--- src/hw/rtl/dsmfd_pkg.sv ---
// Shared types, constants and helper functions of the serial frame decoder.
// Used by dsmfd_frame_ram, dsmfd_ctrl and dsm_serial_frame_decoder_unit.
// Has no dependencies of its own.
package dsmfd_pkg;

  // Frame geometry.
  localparam int unsigned FrameBytes = 16;
  localparam int unsigned AddrW      = $clog2(FrameBytes);
  localparam int unsigned PosW       = AddrW + 1;

  // Configuration port.
  localparam int unsigned CfgIdxW  = 2;
  localparam int unsigned CfgDataW = 16;

  localparam logic [15:0] GapLimitReset = 16'd5000;
  localparam logic [7:0]  MarkerByte    = 8'hE0;
  localparam logic [10:0] ScaleBase     = 11'd988;
  localparam logic [3:0]  HiChannels    = 4'd12;
  localparam logic [3:0]  LoChannels    = 4'd7;

  // Decode sequence: five header reads, then fourteen word bytes (2..15).
  localparam int unsigned StepW = 5;
  localparam logic [StepW-1:0] StepFade  = 5'd0;
  localparam logic [StepW-1:0] StepB12   = 5'd1;
  localparam logic [StepW-1:0] StepB13   = 5'd2;
  localparam logic [StepW-1:0] StepB14   = 5'd3;
  localparam logic [StepW-1:0] StepB15   = 5'd4;
  localparam logic [StepW-1:0] StepWord0 = 5'd5;
  localparam logic [StepW-1:0] StepLast  = 5'd18;

  typedef enum logic [CfgIdxW-1:0] {
    CfgHighRes  = 2'd0,
    CfgGapLimit = 2'd1
  } cfg_idx_e;

  typedef enum logic [1:0] {
    StIdle,
    StRead,
    StCapture
  } state_e;

  // Port bundle from the controller to the frame memory.
  typedef struct packed {
    logic             we;
    logic [AddrW-1:0] waddr;
    logic [7:0]       wdata;
    logic             re;
    logic [AddrW-1:0] raddr;
  } ram_req_t;

  typedef struct packed {
    logic        slot;
    logic [3:0]  idx;
    logic [10:0] raw;
    logic [10:0] scaled;
  } word_t;

  // Frame address read at a given step of the decode sequence.
  function automatic logic [AddrW-1:0] step_addr(input logic [StepW-1:0] step);
    logic [StepW-1:0] wstep;
    logic [AddrW-1:0] addr;
    wstep = step - 5'd3;
    unique case (step)
      StepFade: addr = 4'd0;
      StepB12:  addr = 4'd12;
      StepB13:  addr = 4'd13;
      StepB14:  addr = 4'd14;
      StepB15:  addr = 4'd15;
      default:  addr = wstep[AddrW-1:0];
    endcase
    return addr;
  endfunction

  // Splits one two-byte channel word according to the resolution mode.
  function automatic word_t decode_word(input logic hires, input logic [7:0] hi,
                                        input logic [7:0] lo);
    word_t w;
    if (hires) begin
      w.idx    = hi[6:3];
      w.raw    = {hi[2:0], lo};
      w.slot   = (hi[6:3] < HiChannels);
      w.scaled = ScaleBase + {1'b0, w.raw[10:1]};
    end else begin
      w.idx    = hi[5:2];
      w.raw    = {1'b0, hi[1:0], lo};
      w.slot   = (hi[5:2] < LoChannels);
      w.scaled = ScaleBase + w.raw;
    end
    return w;
  endfunction

endpackage

--- src/hw/rtl/dsmfd_frame_ram.sv ---
// Sixteen-byte frame memory: one write port, one read port, registered read data.
// Depends on dsmfd_pkg for the geometry and the port bundle.
module dsmfd_frame_ram (
  input  logic                clk_i,
  input  dsmfd_pkg::ram_req_t req_i,
  output logic [7:0]          rdata_o
);
  import dsmfd_pkg::*;

  logic [7:0] mem_q [FrameBytes];
  logic [7:0] rdata_q;

  // Write port.
  always_ff @(posedge clk_i) begin
    if (req_i.we) begin
      mem_q[req_i.waddr] <= req_i.wdata;
    end
  end

  // Read port; the data holds until the next read.
  always_ff @(posedge clk_i) begin
    if (req_i.re) begin
      rdata_q <= mem_q[req_i.raddr];
    end
  end

  assign rdata_o = rdata_q;

endmodule

--- src/hw/rtl/dsmfd_ctrl.sv ---
// Controller of the frame decoder: byte position, configuration, decode
// sequencer, video transmitter fields and the result register.
// Depends on dsmfd_pkg; drives the frame memory through a ram_req_t bundle.
module dsmfd_ctrl (
  input  logic                          clk_i,
  input  logic                          rst_ni,
  input  logic                          cfg_valid_i,
  output logic                          cfg_ready_o,
  input  logic [dsmfd_pkg::CfgIdxW-1:0] cfg_index_i,
  input  logic [dsmfd_pkg::CfgDataW-1:0] cfg_data_i,
  input  logic                          in_valid_i,
  output logic                          in_ready_o,
  input  logic [7:0]                    rx_byte_i,
  input  logic [15:0]                   gap_us_i,
  output logic                          out_valid_o,
  input  logic                          out_ready_i,
  output logic                          slot_valid_o,
  output logic [3:0]                    channel_index_o,
  output logic [10:0]                   raw_value_o,
  output logic [10:0]                   scaled_value_o,
  output logic [7:0]                    fade_count_o,
  output logic                          phase_bit_o,
  output logic [4:0]                    vtx_channel_o,
  output logic [2:0]                    vtx_band_o,
  output logic [1:0]                    vtx_power_o,
  output logic                          vtx_region_o,
  output logic                          vtx_pit_o,
  output logic                          last_word_o,
  output dsmfd_pkg::ram_req_t           ram_req_o,
  input  logic [7:0]                    ram_rdata_i
);
  import dsmfd_pkg::*;

  state_e            state_q, state_d;
  logic [StepW-1:0]  step_q, step_d;
  logic [PosW-1:0]   pos_q, pos_d;
  logic              hires_q, hires_d;
  logic [15:0]       gap_limit_q, gap_limit_d;
  logic [4:0]        vchan_q, vchan_d;
  logic [2:0]        vband_q, vband_d;
  logic [1:0]        vpow_q, vpow_d;
  logic              vreg_q, vreg_d;
  logic              vpit_q, vpit_d;

  // Frame bytes held during a decode.
  logic [7:0]        fade_q, fade_d;
  logic              phase_q, phase_d;
  logic [7:0]        hi_q, hi_d;
  logic [7:0]        b13_q, b13_d;
  logic              mark12_q, mark12_d;
  logic              mark14_q, mark14_d;

  // Result register.
  logic              out_valid_q, out_valid_d;
  word_t             word_q, word_d;
  logic [7:0]        ofade_q, ofade_d;
  logic              ophase_q, ophase_d;
  logic [4:0]        ochan_q, ochan_d;
  logic [2:0]        oband_q, oband_d;
  logic [1:0]        opow_q, opow_d;
  logic              oreg_q, oreg_d;
  logic              opit_q, opit_d;
  logic              olast_q, olast_d;

  logic              in_acc;
  logic [PosW-1:0]   pos_eff;
  logic              store_ok;
  logic              frame_done;
  logic              is_lo;
  logic              out_busy;
  logic              cap_stall;

  // Position handling: a long gap restarts the frame at byte zero.
  assign in_acc     = in_valid_i && in_ready_o;
  assign pos_eff    = (gap_us_i > gap_limit_q) ? '0 : pos_q;
  assign store_ok   = (pos_eff < PosW'(FrameBytes));
  assign frame_done = in_acc && (pos_eff == PosW'(FrameBytes - 1));

  // A low word byte completes a result and waits for a free result register.
  assign is_lo     = (step_q >= StepWord0) && !step_q[0];
  assign out_busy  = out_valid_q && !out_ready_i;
  assign cap_stall = (state_q == StCapture) && is_lo && out_busy;

  // Next state of the decode sequencer.
  always_comb begin
    state_d = state_q;
    unique case (state_q)
      StIdle: begin
        if (frame_done) begin
          state_d = StRead;
        end
      end
      StRead: begin
        state_d = StCapture;
      end
      StCapture: begin
        if (!cap_stall) begin
          state_d = (step_q == StepLast) ? StIdle : StRead;
        end
      end
      default: begin
        state_d = StIdle;
      end
    endcase
  end

  // Handshake and memory port outputs. Input is held off during a decode,
  // so a write never meets a read of the same frame.
  always_comb begin
    cfg_ready_o     = 1'b1;
    in_ready_o      = (state_q == StIdle);
    ram_req_o.we    = in_acc && store_ok;
    ram_req_o.waddr = pos_eff[AddrW-1:0];
    ram_req_o.wdata = rx_byte_i;
    ram_req_o.re    = (state_q == StRead);
    ram_req_o.raddr = step_addr(step_q);
  end

  // Configuration registers.
  always_comb begin
    hires_d     = hires_q;
    gap_limit_d = gap_limit_q;
    if (cfg_valid_i && cfg_ready_o) begin
      case (cfg_index_i)
        CfgHighRes:  hires_d     = cfg_data_i[0];
        CfgGapLimit: gap_limit_d = cfg_data_i;
        default:     ;
      endcase
    end
  end

  // Byte position.
  always_comb begin
    pos_d = pos_q;
    if (in_acc) begin
      pos_d = store_ok ? pos_eff + 1'b1 : pos_eff;
    end
  end

  // Step counter and capture of the bytes read back.
  always_comb begin
    step_d   = step_q;
    fade_d   = fade_q;
    phase_d  = phase_q;
    hi_d     = hi_q;
    b13_d    = b13_q;
    mark12_d = mark12_q;
    mark14_d = mark14_q;
    vchan_d  = vchan_q;
    vband_d  = vband_q;
    vpow_d   = vpow_q;
    vreg_d   = vreg_q;
    vpit_d   = vpit_q;
    if (state_q == StIdle && frame_done) begin
      step_d = StepFade;
    end
    if (state_q == StCapture && !cap_stall) begin
      step_d = step_q + 1'b1;
      case (step_q)
        StepFade: fade_d   = ram_rdata_i;
        StepB12:  mark12_d = (ram_rdata_i == MarkerByte);
        StepB13:  b13_d    = ram_rdata_i;
        StepB14:  mark14_d = (ram_rdata_i == MarkerByte);
        StepB15: begin
          // Markers update the kept fields before this frame's results.
          if (mark12_q) begin
            vchan_d = {1'b0, b13_q[3:0]} + 5'd1;
            vband_d = b13_q[7:5];
          end
          if (mark14_q) begin
            vpow_d = ram_rdata_i[1:0];
            vreg_d = ram_rdata_i[3];
            vpit_d = ram_rdata_i[4];
          end
        end
        StepWord0: begin
          hi_d    = ram_rdata_i;
          phase_d = ram_rdata_i[7];
        end
        default: begin
          if (step_q[0]) begin
            hi_d = ram_rdata_i;
          end
        end
      endcase
    end
  end

  // Result register.
  always_comb begin
    out_valid_d = out_valid_q;
    word_d      = word_q;
    ofade_d     = ofade_q;
    ophase_d    = ophase_q;
    ochan_d     = ochan_q;
    oband_d     = oband_q;
    opow_d      = opow_q;
    oreg_d      = oreg_q;
    opit_d      = opit_q;
    olast_d     = olast_q;
    if (out_valid_q && out_ready_i) begin
      out_valid_d = 1'b0;
    end
    if (state_q == StCapture && is_lo && !out_busy) begin
      out_valid_d = 1'b1;
      word_d      = decode_word(hires_q, hi_q, ram_rdata_i);
      ofade_d     = fade_q;
      ophase_d    = phase_q;
      ochan_d     = vchan_q;
      oband_d     = vband_q;
      opow_d      = vpow_q;
      oreg_d      = vreg_q;
      opit_d      = vpit_q;
      olast_d     = (step_q == StepLast);
    end
  end

  // Control state.
  always_ff @(posedge clk_i or negedge rst_ni) begin
    if (!rst_ni) begin
      state_q     <= StIdle;
      step_q      <= StepFade;
      pos_q       <= '0;
      hires_q     <= 1'b1;
      gap_limit_q <= GapLimitReset;
      vchan_q     <= '0;
      vband_q     <= '0;
      vpow_q      <= '0;
      vreg_q      <= 1'b0;
      vpit_q      <= 1'b0;
      out_valid_q <= 1'b0;
    end else begin
      state_q     <= state_d;
      step_q      <= step_d;
      pos_q       <= pos_d;
      hires_q     <= hires_d;
      gap_limit_q <= gap_limit_d;
      vchan_q     <= vchan_d;
      vband_q     <= vband_d;
      vpow_q      <= vpow_d;
      vreg_q      <= vreg_d;
      vpit_q      <= vpit_d;
      out_valid_q <= out_valid_d;
    end
  end

  // Payload registers.
  always_ff @(posedge clk_i) begin
    fade_q   <= fade_d;
    phase_q  <= phase_d;
    hi_q     <= hi_d;
    b13_q    <= b13_d;
    mark12_q <= mark12_d;
    mark14_q <= mark14_d;
    word_q   <= word_d;
    ofade_q  <= ofade_d;
    ophase_q <= ophase_d;
    ochan_q  <= ochan_d;
    oband_q  <= oband_d;
    opow_q   <= opow_d;
    oreg_q   <= oreg_d;
    opit_q   <= opit_d;
    olast_q  <= olast_d;
  end

  assign out_valid_o     = out_valid_q;
  assign slot_valid_o    = word_q.slot;
  assign channel_index_o = word_q.idx;
  assign raw_value_o     = word_q.raw;
  assign scaled_value_o  = word_q.scaled;
  assign fade_count_o    = ofade_q;
  assign phase_bit_o     = ophase_q;
  assign vtx_channel_o   = ochan_q;
  assign vtx_band_o      = oband_q;
  assign vtx_power_o     = opow_q;
  assign vtx_region_o    = oreg_q;
  assign vtx_pit_o       = opit_q;
  assign last_word_o     = olast_q;

endmodule

--- src/hw/rtl/dsm_serial_frame_decoder_unit.sv ---
// Serial frame decoder, top level. Depends on dsmfd_pkg, dsmfd_frame_ram, dsmfd_ctrl.
// Throughput: one byte request per cycle while no decode runs. The sixteenth byte starts
// a decode (a read state and a capture state per frame memory read); input is held off meanwhile.
// Results: one word per low byte read; a full result register stalls the decode.
// Reset: high resolution on, gap limit 5000, position and video fields cleared; the
// frame memory is not cleared and needs no clearing pass.
module dsm_serial_frame_decoder_unit (
  input  logic                           clk_i,
  input  logic                           rst_ni,
  input  logic                           cfg_valid_i,
  output logic                           cfg_ready_o,
  input  logic [dsmfd_pkg::CfgIdxW-1:0]  cfg_index_i,
  input  logic [dsmfd_pkg::CfgDataW-1:0] cfg_data_i,
  input  logic                           in_valid_i,
  output logic                           in_ready_o,
  input  logic [7:0]                     rx_byte_i,
  input  logic [15:0]                    gap_us_i,
  output logic                           out_valid_o,
  input  logic                           out_ready_i,
  output logic                           slot_valid_o,
  output logic [3:0]                     channel_index_o,
  output logic [10:0]                    raw_value_o,
  output logic [10:0]                    scaled_value_o,
  output logic [7:0]                     fade_count_o,
  output logic                           phase_bit_o,
  output logic [4:0]                     vtx_channel_o,
  output logic [2:0]                     vtx_band_o,
  output logic [1:0]                     vtx_power_o,
  output logic                           vtx_region_o,
  output logic                           vtx_pit_o,
  output logic                           last_word_o
);
  import dsmfd_pkg::*;

  ram_req_t   ram_req;
  logic [7:0] ram_rdata;

  // Sequencer, position and result register.
  dsmfd_ctrl u_ctrl (
    .clk_i           (clk_i),
    .rst_ni          (rst_ni),
    .cfg_valid_i     (cfg_valid_i),
    .cfg_ready_o     (cfg_ready_o),
    .cfg_index_i     (cfg_index_i),
    .cfg_data_i      (cfg_data_i),
    .in_valid_i      (in_valid_i),
    .in_ready_o      (in_ready_o),
    .rx_byte_i       (rx_byte_i),
    .gap_us_i        (gap_us_i),
    .out_valid_o     (out_valid_o),
    .out_ready_i     (out_ready_i),
    .slot_valid_o    (slot_valid_o),
    .channel_index_o (channel_index_o),
    .raw_value_o     (raw_value_o),
    .scaled_value_o  (scaled_value_o),
    .fade_count_o    (fade_count_o),
    .phase_bit_o     (phase_bit_o),
    .vtx_channel_o   (vtx_channel_o),
    .vtx_band_o      (vtx_band_o),
    .vtx_power_o     (vtx_power_o),
    .vtx_region_o    (vtx_region_o),
    .vtx_pit_o       (vtx_pit_o),
    .last_word_o     (last_word_o),
    .ram_req_o       (ram_req),
    .ram_rdata_i     (ram_rdata)
  );

  // Frame byte memory.
  dsmfd_frame_ram u_frame_ram (
    .clk_i   (clk_i),
    .req_i   (ram_req),
    .rdata_o (ram_rdata)
  );

`ifndef SYNTHESIS
  // A frame write never overlaps a decode read.
  assert property (@(posedge clk_i) disable iff (!rst_ni)
    !(ram_req.we && ram_req.re))
    else $error("frame memory written during a decode read");

  // No byte request is taken in a cycle that reads the frame memory.
  assert property (@(posedge clk_i) disable iff (!rst_ni)
    (in_valid_i && in_ready_o) |-> !ram_req.re)
    else $error("byte accepted while decoding");

  // Scaled values stay in the legal servo range.
  assert property (@(posedge clk_i) disable iff (!rst_ni)
    out_valid_o |-> (scaled_value_o >= 11'd988 && scaled_value_o <= 11'd2011))
    else $error("scaled value out of range");
`endif

endmodule

--- config.mk ---
export PLATFORM = sky130hd
export DESIGN_NAME = dsm_serial_frame_decoder_unit
export DESIGN_NICKNAME = d
export VERILOG_FILES = /design/src/hw/rtl/dsmfd_pkg.sv /design/src/hw/rtl/dsmfd_frame_ram.sv /design/src/hw/rtl/dsmfd_ctrl.sv /design/src/hw/rtl/dsm_serial_frame_decoder_unit.sv
export SDC_FILE = /design/constraint.sdc
export NUM_CORES = 1
export LEC_CHECK = 0
export ABC_AREA = 1
export BUFFER_PORTS_ARGS = -buffer_cell sky130_fd_sc_hd__buf_4
export CAP_MARGIN = 20
export CORE_MARGIN = 5
export CORE_UTILIZATION = 29
export DETAILED_ROUTE_END_ITERATION = 7
export PLACE_DENSITY = 0.5
export SLEW_MARGIN = 10
export SYNTH_ARGS = -nofsm -noshare
export SYNTH_HDL_FRONTEND = slang
export SYNTH_SLANG_ARGS = --single-unit
--- constraint.sdc ---
create_clock -name clk_i -period 7.04 [get_ports clk_i]
set_input_delay 0.352 -clock clk_i [delete_from_list [all_inputs] [get_ports clk_i]]
set_output_delay 0.352 -clock clk_i [all_outputs]
set_load 0.02 [all_outputs]
==> impl.org, run 1 <==
** Place
- In this run the tool buffered the top-level ports with 97 buffer cells.
- The number of placed instances, taps included, is 1593.
- Global placer's final weighted congestion :: 0.818
- Dpl ws :: 3670 ps
- The HPWL after detailed placement is 18.3 mm.

** Drt
- For this run, design rule violations remaining after detail routing come to 0.
- The detailed router placed 7212 vias in this run.
- Aggregate routed wire length :: 27.2 mm
- The pre-antenna-repair detailed-routing pass consisted of 5 iterations.
- Detail-routed via count per cell :: 4.37
- Number of violations reported at the end of detailed-routing iteration 0 :: 510
- In the final routed layout, each cell accounts on average for 16.5 um.
- Once detail routing completed, the nets flagged for antenna violations numbered 0.

** Clock network
- The longest clock path from root to sink contains 3 buffers.
- In this run the clock root is driven by a sky130_fd_sc_hd__clkbuf_16.
- TritonCTS built the clock tree.
- Number of setup buffers added after CTS :: 0
- The number of hold buffers added after CTS was 3.
- For the worst-skew pair, the clock arrives at the later sink with an insertion delay of 550 ps.
- Clock buffers created by TritonCTS :: 29
- After clock tree synthesis, the clock-pin slew on the worst setup and hold paths is 60 ps.
- Post-CTS repair changed the size of 0 cells.
- CTS H-tree depth :: 1
- Number of clock sinks seen by CTS :: 252

** Floorplanning
- Vertical die dimension :: 205 um
- The floorplan has 71 rows.
- During I/O placement, the number of pins put on the boundary was 99.
- The initial utilization of the core area, before any placement, comes to 0.293.
- From left edge to right edge, the die measures 205 um.
- Total die area :: 42100 sq um
- After floorplanning, the core was sized to cover 37700 sq um.

** Synthesis
- Most frequently used flop master after synthesis :: sky130_fd_sc_hd__edfxtp_1
- The share of synthesized area in the top cell type comes to 0.571.
- The mapped netlist covers 11000 sq um.
- Number of enable-type register cells in the synthesized netlist :: 210
- In the synthesized netlist, the number of instances is 1010.
- Number of distinct standard cells referenced by the synthesized netlist :: 40
- Synthesis inferred 252 register bits.
- Of all cell types, the one taking the most synthesized area is sky130_fd_sc_hd__edfxtp_1.
- In this run the mean area of a mapped cell was 10.9 sq um.
- Synthesized net count :: 1083
- The Yosys step of the flow raised 0 warnings.
- Yosys attributes the largest share of cell area to sky130_fd_sc_hd__edfxtp_1 (57%), sky130_fd_sc_hd__dfrtp_1 (8.2%), sky130_fd_sc_hd__nand2_1 (7.0%).
- Post-synth ARST share :: 0.167
- Part of the Yosys area used for sequential elements :: 0.667

** Power and ir drop
- Total power divided by cell area :: 453 nW/um^2
- Leakage power summed over all cells :: 5.64 nW
- Maximum vdd ir drop :: 250 uV
- Final total power :: 6.01 mW

** Timing
- Setup violations remaining at the end of the flow were counted as 0.
- Derived from the worst setup path, the maximum achievable clock frequency is 295 MHz.
- Setup total negative slack on the finished layout was measured at 0 ps.
- The worst path meets setup with 3650 ps of slack.
- Worst slew margin :: 0.263
- Final period demand of the worst path :: 3390 ps
- Number of max-slew violations in the final report :: 0
- Setup repair after global routing left no endpoint under its margin.
- Slew at the pin with the worst max-slew slack :: 1100 ps
- The clock arrives with 8.50 ps of skew.
- Final number of hold-violating endpoints :: 0
- Share of the clock period used by the worst path :: 0.481

** Worst hold path
- Class of the tightest hold or removal check :: input pin to flip-flop
- Hold_sp :: cfg_data_i[15]

** Global routing
- The number of antenna violations at the first check in global routing came to 0.
- For this run the aggregate overflow at the end of global routing stands at 0.
- Total Routing Usage GR :: 0.128
- Vias in the first global route :: 7070
- Entering global routing, the biggest net connects 57 pins.
- The first global-routing pass estimated 41.6 mm of wire.

** Critical path
- Number of buffers and inverters on the critical path :: 2
- STA puts the critical path data arrival time at 3690 ps.
- STA classifies the critical path startpoint as a flip-flop.
- The worst setup path is captured at a flip-flop.
- Of all nets on the critical path, the largest fanout is 56.
- Start-to-end type of the worst setup path :: flip-flop to flip-flop
- The critical path starts at u_ctrl.step_q[0].
- R2R Path Start :: u_ctrl.step_q[0]
- Data on the critical path is required at its endpoint by 7340 ps.
- Grouping stages by cell kind, the critical path spends the most delay in simple AND/OR/NAND/NOR gates.
- Traced cell by cell, the critical path runs through inv_2 > ha_1 > inv_1 > nor2_1 > nand2_1 > nand2_2 > nor2_4 > nand3_4 > nand2_2 > nand2_1 > nand3_1 > nand3_1 > nand3_1 > nand2_1.
- Max stage delay cell, worst path :: sky130_fd_sc_hd__nand2_2
- The largest single stage delay on the critical path is 820 ps.

** Cells and area
- The layout has 3810 filler cells.
- Number of cells in the finished layout apart from fillers :: 1649
- Share of layout cells above drive strength 1 :: 0.154
- Post-layout net count :: 1189
- Relative to the synthesized area, the layout overhead comes to 20.0%.
- Core utilization of the finished layout :: 0.352
- Ant. Diodes :: 0

** Run
- Maxcap violations :: 0

** Status
- Outcome :: completed
where the power goes:
group          internal (mW)  total, mW  switching, mW
clock                  0.935       1.54          0.602
sequential              1.93       2.05          0.122
combinational          0.755       2.42           1.66
final cells by class:
cell class                 instances  area [sq um]  share of cell area
clock buffer                      33           741              0.0559
clock inverter                    20           230              0.0174
inverter                         187           702              0.0530
multi-input combinational        542          2780               0.210
sequential                       252          7360               0.556
tap                              511           639              0.0483
timing repair buffer             104           788              0.0595
routing by layer:
| metal | routed length (um) | vias to the layer above | global-route usage |
|---|---|---|---|
| li1 | - | 3538 | - |
| met1 | 12600 | 3439 | 0.180 |
| met2 | 12500 | 190 | 0.202 |
| met3 | 1550 | 45 | 0.0279 |
| met4 | 557 | 0 | 0.0282 |
| met5 | 0 | - | 0 |
cells by family (layout without fill, tap and decap cells):
| family | after synthesis | after routing | synth area share |
|---|---|---|---|
| AOI/OAI and AO/OA | 64 | 64 | 0.0337 |
| other | 1 | 1 | 0.000340 |
| adders and majority gates | 26 | 26 | 0.0295 |
| buffers and inverters | 216 | 344 | 0.0817 |
| DFF | 252 | 252 | 0.667 |
| xor gates and xnor gates | 14 | 14 | 0.0111 |
| and+or+nand+nor | 433 | 433 | 0.173 |
| muxes | 4 | 4 | 0.00363 |
worst min-delay path, stage by stage:
cell and delay, ps:
sky130_fd_sc_hd__buf_4 80, sky130_fd_sc_hd__nor2_1 30, sky130_fd_sc_hd__a21oi_1 90
stage by stage:
step	hold slack [ps]	area (sq um)
6_report	47.1	13200
5_1_grt	34.6	13200
4_1_cts	24.3	13200
3_5_place_dp	394	12200
3_3_place_gp	385	12200
2_1_floorplan	56.4	11000
cells in the final DEF (no fill, tap or decap), drive strengths merged, types with 25 or more instances in the layout:
cell type,netlist,final
o21ai,25,25
dfrtp,36,36
nor2,62,62
a21oi,28,28
inv,187,187
edfxtp,210,210
ha,26,26
buf,21,101
nand2,211,211
clkbuf,8,33
nand3,150,150
synth_stat cells, types with 2 or more instances:
cell type	count
sky130_fd_sc_hd__a21oi_1	27
sky130_fd_sc_hd__buf_2	7
sky130_fd_sc_hd__buf_4	4
sky130_fd_sc_hd__buf_6	9
sky130_fd_sc_hd__clkbuf_1	8
sky130_fd_sc_hd__dfrtp_1	36
sky130_fd_sc_hd__dfstp_2	6
sky130_fd_sc_hd__edfxtp_1	210
sky130_fd_sc_hd__ha_1	26
sky130_fd_sc_hd__inv_1	180
sky130_fd_sc_hd__inv_2	7
sky130_fd_sc_hd__mux2i_1	4
sky130_fd_sc_hd__nand2_1	207
sky130_fd_sc_hd__nand2_2	4
sky130_fd_sc_hd__nand3_1	147
sky130_fd_sc_hd__nand3_4	2
sky130_fd_sc_hd__nand3b_1	2
sky130_fd_sc_hd__nand4_1	5
sky130_fd_sc_hd__nor2_1	56
sky130_fd_sc_hd__nor2_2	2
sky130_fd_sc_hd__nor2_4	4
sky130_fd_sc_hd__nor3_1	2
sky130_fd_sc_hd__o21a_1	4
sky130_fd_sc_hd__o21ai_0	22
sky130_fd_sc_hd__o21ai_2	2
sky130_fd_sc_hd__xnor2_1	3
sky130_fd_sc_hd__xor2_1	11
worst paths after layout:
kind,endpoint,slack (ps),cells past startpoint
max,u_frame_ram.rdata_o[1],3650,14
min,u_ctrl.gap_limit_q[15],50,3
max reg2reg,u_frame_ram.rdata_o[1],3650,14
min reg2reg,u_ctrl.fade_count_o[5],420,0
max in group asynchronous,u_ctrl.vpow_q[1],6280,2
min in group asynchronous,u_ctrl.pos_q[0],350,2
state kept, by name, summed over array words and instances, names as in the netlist, 2 cells and up:
name and cells:
u_ctrl.hi_q 7, u_ctrl.vband_q 3, u_frame_ram.mem_q 128, u_ctrl.vpow_q 2, u_ctrl.scaled_value_o 11, u_ctrl.vchan_q 5, u_ctrl.fade_count_o 8, u_ctrl.vtx_channel_o 5
u_ctrl.gap_limit_q 16, u_ctrl.fade_q 8, u_ctrl.pos_q 5, u_ctrl.channel_index_o 4, u_ctrl.vtx_band_o 3, u_ctrl.vtx_power_o 2, u_ctrl.step_q 5, u_ctrl.b13_q 7
u_ctrl.raw_value_o 11, u_ctrl.state_q 2, u_frame_ram.rdata_o 8
Power figures use the tool's default switching activity.
==> run 2, diff against run 1 <==
- PLACE_DENSITY: 0.5 -> 0.51
- clock period: 7.04 -> 2.92 ns (I/O delays scaled with it)
==> run 2 against run 1 <==
- via count grew 2.6%
- routed wire length shrank 2.2%
- final cell count grew 3.5%
- core utilization grew 1.5 points
- die area is the same
- critical path type unchanged
==> impl.org, run 2 (same netlist as run 1, synthesis figures left out) <==
** Timing
- The final max-slew violation count came to 0 (unchanged).
- The worst hold slack after final layout is 18.5 ps (-28.6 ps).
- The tightest slew margin relative to the limit is 0.535 (+0.272).
- Max frequency :: 370 MHz (+26%)
- Slew at the pin with the worst max-slew slack :: 695 ps (-407 ps)
- Final clock skew :: 12.7 ps (+4.20 ps)
- Setup repair after global routing left no endpoint under its margin.
- Final period demand of the worst path :: 2700 ps (-689 ps)
- Share of the clock period used by the worst path :: 0.925 (+0.443)
- Final number of hold-violating endpoints :: 0 (unchanged)
- Fin Setup TNS :: 0 ps (unchanged)
- The number of failing setup endpoints in the final timing report is 0 (unchanged).

** Run
- The number of max-cap violations came to 0 (unchanged).

** Critical path
- By startpoint and endpoint, the worst setup path is classified as flip-flop to flip-flop.
- The largest stage delay on the critical path is 520 ps (-300 ps).
- Max stage delay cell, worst path :: sky130_fd_sc_hd__dfstp_2
- Worst Setup Start Kind :: flip-flop
- CP required :: 3160 ps (-4180 ps)
- Depth of the worst register-to-register path :: 16 (+2)
- Setup slack of the worst register-to-register path :: 220 ps (-3430 ps)
- Highest net fanout along the worst path :: 8 (-86%)
- The arrival time of the worst setup path is 2940 ps (-750 ps).
- Worst-path cell chain :: inv_1 > ha_1 > nand2_1 > inv_1 > nand2_1 > nand2_1 > nand2_1 > nand2_1 > nand2_1 > a21boi_0 > nand2_1 > nand2_1 > buf_4 > nand2_1 > nor2_1 > buf_4
- Capture instance of the worst register-to-register path :: u_frame_ram.mem_q[1][3]
- Most frequent cell on the critical path :: sky130_fd_sc_hd__nand2_1
- R2R Path Start :: u_ctrl.gap_limit_q[3]
- The worst setup path is captured at a flip-flop.

** Cells and area
- Max reg flops :: 128 (unchanged)
- Share of layout cells above drive strength 1 :: 0.177 (+0.0235)
- The largest registers in the layout are u_frame_ram.mem_q: 128 flops, u_ctrl.gap_limit_q: 16 flops.
- The number of filler cells placed in the layout was 3760 (-1.3%).
- Ant. Diodes :: 0 (unchanged)
- Largest register by flop count :: u_frame_ram.mem_q
- The post-route core utilization came to 0.367 (+0.0152).
- Post-layout net count :: 1247 (+4.9%)
- Layout overhead on the synthesized area :: 25.2%
- Leaving out fill and tap cells, the most frequent cells in the layout are sky130_fd_sc_hd__edfxtp_1 (210), sky130_fd_sc_hd__nand2_1 (205), sky130_fd_sc_hd__inv_1 (179).
- Most common library cell in the layout ignoring fill and taps :: sky130_fd_sc_hd__edfxtp_1

** Floorplanning
- The initial core utilization is 0.293 (unchanged).
- The floorplan row count was 71 (unchanged).
- The die width came to 205 um (unchanged).
- Floorplan core area :: 37700 sq um (unchanged)
- Number of ports placed on the die boundary :: 99 (unchanged)
- The die outline height came to 205 um (unchanged).
- The area of the die was 42100 sq um (unchanged).

** Clock network
- The deepest level of the CTS H-tree came to 1 (unchanged).
- Clock tree from TritonCTS :: built
- Clock latency at the later pin of the worst-skew pair :: 540 ps (about the same)
- Deepest clock path buffer count :: 3 (unchanged)
- Clock-pin slew reported for the worst setup and hold paths after clock tree synthesis :: 60 ps (about the same)
- The number of sinks handled by clock tree synthesis is 252 (unchanged).
- Number of setup buffers added after CTS :: 0 (unchanged)
- The tree is rooted in a sky130_fd_sc_hd__clkbuf_16.
- Clock buffers created by TritonCTS :: 29 (unchanged)

** Drt
- The routed wirelength normalized by instance count is 15.6 um (-5.5%).
- The total via count in the routed design is 7399 (+2.6%).
- Number of search-and-repair iterations in the first detailed-routing pass :: 5 (unchanged)
- ANT nets after route :: 0 (unchanged)
- The detailed router used layers up to and including met4.
- The wire length after detailed routing is 26.6 mm (-2.2%).
- The routed length on met3 is 1.39 mm (-10%).
- The total routed wire length on the met1 layer is 11.9 mm (-5.5%).
- DRC violation count after routing :: 0 (unchanged)
- Detail-routed via count per cell :: 4.33 (-0.89%)
- Met2 routed WL :: 12.7 mm (+1.9%)
- Number of violations reported at the end of detailed-routing iteration 0 :: 441 (-14%)

** Global routing
- Global-route wire length before repair :: 41.4 mm (-0.33%)
- Total Routing Usage GR :: 0.125 (-0.00299)
- Number of antenna violations at the first check in global routing :: 0 (unchanged)
- Total overflow reported by the global router :: 0 (unchanged)
- Vias in the first global route :: 7448 (+5.3%)
- The maximum number of pins on one net before global-route repair came to 57 (unchanged).

** Place
- The detailed placement HPWL was 17.9 mm (-1.8%).
- The total of buffers placed on input and output ports is 97 (unchanged).
- Global placer's final weighted congestion :: 0.823 (+0.66%)

** Status
- Outcome :: completed

** Power and ir drop
- Total power divided by cell area :: 1080 nW/um^2 (+140%)
- Maximum vdd ir drop :: 950 uV (+280%)
- Leakage power summed over all cells :: 5.92 nW (+4.9%)

** Worst hold path
- Cell depth of the worst min-delay path :: 1 (-2)
- Min-Delay Endpoint :: u_frame_ram.mem_q[14][5]
- Class of the tightest hold or removal check :: input pin to flip-flop
- Hold_sp :: rx_byte_i[5]
-- run 2: changes by cell type in the layout (fill, tap and decap cells not counted), sizes merged --
cell,change
buf,+33
clkbuf,+8
clkinv,-8
clkinvlp,+1
dlygate4sd3,+24
-- run 2: what timing repair did --
action	CTS	global route
hold buffers	27	0
endpoints found under the setup margin	0	47
endpoints found under the hold margin	108	0
resized for setup	0	5
-- run 2: metal layers --
metal | GRT usage | up-vias
li1 | - | 3657
met1 | 0.169 | 3528
met2 | 0.213 | 168
met3 | 0.0201 | 46
met4 | 0.0246 | 0
met5 | 0 | -
-- run 2: how the worst max path moves through the flow --
stage | startpoint | cells past startpoint | end | slack [ps]
global placement | u_ctrl.gap_limit_q[3] | 16 | u_frame_ram.mem_q[3][3] | 160
CTS | u_ctrl.gap_limit_q[9] | 11 | u_frame_ram.mem_q[3][1] | 50
global route | u_ctrl.gap_limit_q[3] | 16 | u_frame_ram.mem_q[1][7] | 4
detailed placement | u_ctrl.gap_limit_q[9] | 11 | u_frame_ram.mem_q[3][3] | 80
floorplan | u_ctrl.step_q[0] | 5 | u_ctrl.channel_index_o[0] | 260
finish | u_ctrl.gap_limit_q[3] | 16 | u_frame_ram.mem_q[1][3] | 220
-- run 2: cell type report --
type / instances / area [sq um] / share of cell area
Sequential cell: 252 / 7370 / 0.533
Timing Repair Buffer: 162 / 1340 / 0.0968
Inverter: 187 / 706 / 0.0510
Clock inverter: 13 / 195 / 0.0141
Clock buffer: 40 / 787 / 0.0569
Tap cell: 511 / 639 / 0.0463
Multi-Input combinational cell: 542 / 2790 / 0.202
-- run 2: through the flow --
step	total power [mW]	setup slack (ps)	area (sq um)	cells
2_1_floorplan	9.27	264	11000	1010
3_3_place_gp	11.2	163	12500	1626
3_5_place_dp	11.2	76.4	12500	1626
4_1_cts	15.0	54.6	13800	1706
5_1_grt	16.0	4.17	13800	1707
6_report	15.0	220	13800	1707
-- run 2: critical path, delay by kind of cell, from the launching register on --
kind                       cells  cell delay [ps]
adders and majority gates      1              280
AOI/OAI and AO/OA              1              240
buffers and inverters          4              450
DFF                            1              520
and+or+nand+nor               10              910
-- run 2: power by group --
part | internal [mW] | leakage, nW | switching (mW)
Clock | 2.32 | 0.470 | 1.41
Sequential | 4.65 | 2.39 | 0.275
Combinational | 2.15 | 3.06 | 4.20
Total | 9.12 | 5.92 | 5.88
==> run 3, diff against run 2 <==
- PLACE_DENSITY: 0.51 -> 0.5
- clock period: 2.92 -> 2.7 ns (I/O delays scaled with it)
==> run 3 against run 2 <==
- critical path depth stayed put
- setup slack worse by 64 ps
- worst hold slack better by 110 ps
- sequential power is 7.9% higher
- non-clock buffer count is 11 higher
- critical path type unchanged
- largest cell class unchanged
==> impl.org, run 3 (same netlist as run 1, synthesis figures left out) <==
** Status
- Outcome :: completed

** Clock network
- The clock insertion delay at the later pin of the skew report is 550 ps (about the same).
- Number of clock sinks seen by CTS :: 252 (unchanged)
- Root buf cell :: sky130_fd_sc_hd__clkbuf_16
- TritonCTS built the clock tree.
- The deepest level of the CTS H-tree was 1 (unchanged).
- The clock transition at the registers of the reported paths came to 60 ps (about the same).
- The number of buffers on the longest clock path is 3 (unchanged).
- The number of CTS-inserted buffers came to 28 (-3.4%).

** Cells and area
- Most frequent cells in the layout :: sky130_fd_sc_hd__edfxtp_1 (210), sky130_fd_sc_hd__nand2_1 (200), sky130_fd_sc_hd__inv_1 (178)
- Most common library cell in the layout ignoring fill and taps :: sky130_fd_sc_hd__edfxtp_1
- Post-layout net count :: 1257 (+0.80%)
- Leading registers by flop count :: u_frame_ram.mem_q: 128 flops, u_ctrl.gap_limit_q: 16 flops
- Compared with the post-synthesis result, the final layout area differs by 26.1%.
- Largest register by flop count :: u_frame_ram.mem_q
- Share of layout cells above drive strength 1 :: 0.192 (+0.0151)
- Ant. Diodes :: 0 (unchanged)
- The flip-flop count of the largest register, all copies and words added was 128 (unchanged).

** Critical path
- The register-to-register setup slack came to 160 ps (-60 ps).
- The maximum fanout along the worst path was 8 (unchanged).
- The worst setup path is launched from a flip-flop.
- The number of buffers and inverters on the critical path was 4 (unchanged).
- Kind of cell adding the most delay to the critical path :: simple AND/OR/NAND/NOR gates
- The largest stage delay on the critical path is 510 ps (about the same).
- Worst-path cell chain :: inv_1 > ha_1 > nand2_1 > nand2_1 > nand3_1 > nand2_1 > a21oi_1 > nand2_1 > nand2_2 > nand2_1 > inv_1 > ha_2 > inv_1 > nor2_2 > nand2_2 > clkinvlp_4
- The required time at the worst-slack endpoint was 2940 ps (-220 ps).
- The most critical setup path has its endpoint at u_frame_ram.mem_q[15][3].
- R2R Path Start :: u_ctrl.gap_limit_q[9]
- The endpoint identified for the worst register-to-register timing path is u_frame_ram.mem_q[15][3].
- Max stage delay cell, worst path :: sky130_fd_sc_hd__dfstp_2
- Launch point of the worst path :: u_ctrl.gap_limit_q[9]
- The logic depth of the worst path, buffers included came to 16 (unchanged).
- The setup path with the least slack is of type flip-flop to flip-flop.
- Crit path arrival time :: 2790 ps (-150 ps)
- The worst setup path is captured at a flip-flop.
- The number of cells on the worst reg-to-reg path was 16 (unchanged).
- In this design, the critical path's most frequently occurring cell is sky130_fd_sc_hd__nand2_1.

** Drt
- The routed wirelength normalized by instance count came to 15.6 um (+0.14%).
- Number of search-and-repair iterations in the first detailed-routing pass :: 5 (unchanged)
- ANT nets after route :: 0 (unchanged)
- Number of violations reported at the end of detailed-routing iteration 0 :: 480 (+8.8%)
- The wire length after detailed routing was 26.8 mm (+0.72%).
- The total via count in the routed design came to 7428 (+0.39%).
- Detail-routed via count per cell :: 4.33 (-0.19%)
- DRC violation count after routing :: 0 (unchanged)

** Timing
- Setup repair after global routing could not meet its margin everywhere.
- Share of the clock period used by the worst path :: 0.942 (+0.0176)
- Final period demand of the worst path :: 2540 ps (-156 ps)
- The tightest slew margin relative to the limit was 0.522 (-0.0132).
- Max frequency :: 393 MHz (+6.1%)
- The number of failing setup endpoints in the final timing report was 0 (unchanged).
- The summed negative setup slack over all endpoints is 0 ps (unchanged).
- Minimum setup slack in the final design :: 156 ps (-64.0 ps)
- Final clock skew :: 12.0 ps (-0.724 ps)
- Number of max-slew violations in the final report :: 0 (unchanged)
- Slew at the pin with the worst max-slew slack :: 714 ps (+19.8 ps)
- The hold violation total from the final report came to 0 (unchanged).

** Place
- The placer congestion estimate is 0.797 (-3.2%).
- Hpwl dp :: 17.8 mm (-0.50%)
- The worst slack at placement was 48.0 ps (-28.4 ps).
- The total of buffers placed on input and output ports was 97 (unchanged).

** Power and ir drop
- Total power divided by cell area :: 1170 nW/um^2 (+8.2%)
- Leakage power summed over all cells :: 5.96 nW (+0.63%)
- Logic gate share of total power :: 0.451 (+0.028)
- The largest voltage drop on the vdd net is 749 uV (-21%).
- Psw :: 6.54 mW (+11%)
- Switching part of the total :: 0.401 (+0.00868)
- Fraction of power consumed by the clock network :: 0.224 (-0.024)
- The sum of internal, switching and leakage power was 16.3 mW (+8.9%).
- The power share of the sequential group was 0.325 (-0.003).
- Internal power of the cells :: 9.79 mW (+7.4%)

** Floorplanning
- The die width came to 205 um (unchanged).
- Number of ports placed on the die boundary :: 99 (unchanged)
- The core area was 37700 sq um (unchanged).
- The floorplan row count was 71 (unchanged).
- The die outline height was 205 um (unchanged).
- Starting Density :: 0.293 (unchanged)
- Total die area :: 42100 sq um (unchanged)

** Worst hold path
- Class of the tightest hold or removal check :: input pin to async pin

** Global routing
- The maximum number of pins on one net before global-route repair was 57 (unchanged).
- The via count of the first global-routing pass is 7608 (+2.1%).
- The global route total overflow was 0 (unchanged).
- Number of antenna violations at the first check in global routing :: 0 (unchanged)
- Global-route wire length before repair :: 41.8 mm (+0.98%)
- Total Routing Usage GR :: 0.127 (+0.00203)

** Run
- The number of max-cap violations was 0 (unchanged).
-- run 3: changes by cell type in the layout (fill, tap and decap cells not counted), sizes merged --
cell         before  now
buf             134  142
clkinv            5   11
bufinv            5    2
clkbuf           41   39
dlygate4sd3      27   29
inv             187  185
clkinvlp          3    4
-- run 3: through the flow --
step	hold WS, ps	std cells	util	area (sq um)
floorplan	-161	1010	-	11000
global placement	178	1632	0.335	12600
detailed placement	177	1632	0.335	12600
CTS	130	1713	0.366	13800
global route	190	1717	0.370	13900
finish	128	1717	0.370	13900
-- run 3: worst min-delay path by stage --
| stage | from | endpoint | slack [ps] | cells after the start |
|---|---|---|---|---|
| floorplan | rst_ni | u_ctrl.gap_limit_q[0] | -160 | 0 |
| global placement | rst_ni | u_ctrl.gap_limit_q[11] | 180 | 1 |
| detailed placement | rst_ni | u_ctrl.gap_limit_q[10] | 180 | 1 |
| CTS | rst_ni | u_ctrl.pos_q[1] | 130 | 2 |
| global route | rst_ni | u_ctrl.pos_q[4] | 190 | 2 |
| finish | rst_ni | u_ctrl.gap_limit_q[6] | 130 | 2 |
-- run 3: worst reg2reg max path: stages (launching register included) --
cell	delay [ps]
sky130_fd_sc_hd__dfstp_2	510
sky130_fd_sc_hd__inv_1	50
sky130_fd_sc_hd__ha_1	280
sky130_fd_sc_hd__nand2_1	70
sky130_fd_sc_hd__nand2_1	40
sky130_fd_sc_hd__nand3_1	60
sky130_fd_sc_hd__nand2_1	50
sky130_fd_sc_hd__a21oi_1	170
sky130_fd_sc_hd__nand2_1	90
sky130_fd_sc_hd__nand2_2	80
sky130_fd_sc_hd__nand2_1	70
sky130_fd_sc_hd__inv_1	110
sky130_fd_sc_hd__ha_2	210
sky130_fd_sc_hd__inv_1	50
sky130_fd_sc_hd__nor2_2	110
sky130_fd_sc_hd__nand2_2	100
sky130_fd_sc_hd__clkinvlp_4	180
-- run 3: final cells by class --
class	count	area, sq um
clock buffers	37	756
clock inverters	15	131
fillers	3800	23700
inverters	187	714
multi-input cells	542	2840
flip-flops and latches	252	7370
well taps	511	639
repair buffers	173	1470
-- run 3: power by group through the flow --
stage / Sequential [mW] / Combinational (mW) / Clock, mW
CTS: 5.32 / 7.03 / 3.77
floorplan: 5.57 / 4.46 / 0
detailed placement: 5.40 / 6.97 / 0
global placement: 5.40 / 6.91 / 0
global route: 5.39 / 8.18 / 3.94
finish: 5.32 / 7.36 / 3.66
-- run 3: metal layers --
metal	wire, um	share of wire	vias to the layer above	global-route usage
li1	-	-	3678	-
met1	12000	0.45	3545	0.170
met2	12900	0.48	171	0.212
met3	1400	0.052	34	0.0239
met4	524	0.020	0	0.0321
met5	0	0	-	0
-- run 3: repair_timing --
item	CTS	global route
hold buffers	29	0
setup buffers	0	2
resized for setup	0	25
endpoints found under the setup margin	0	142
endpoints found under the hold margin	190	0
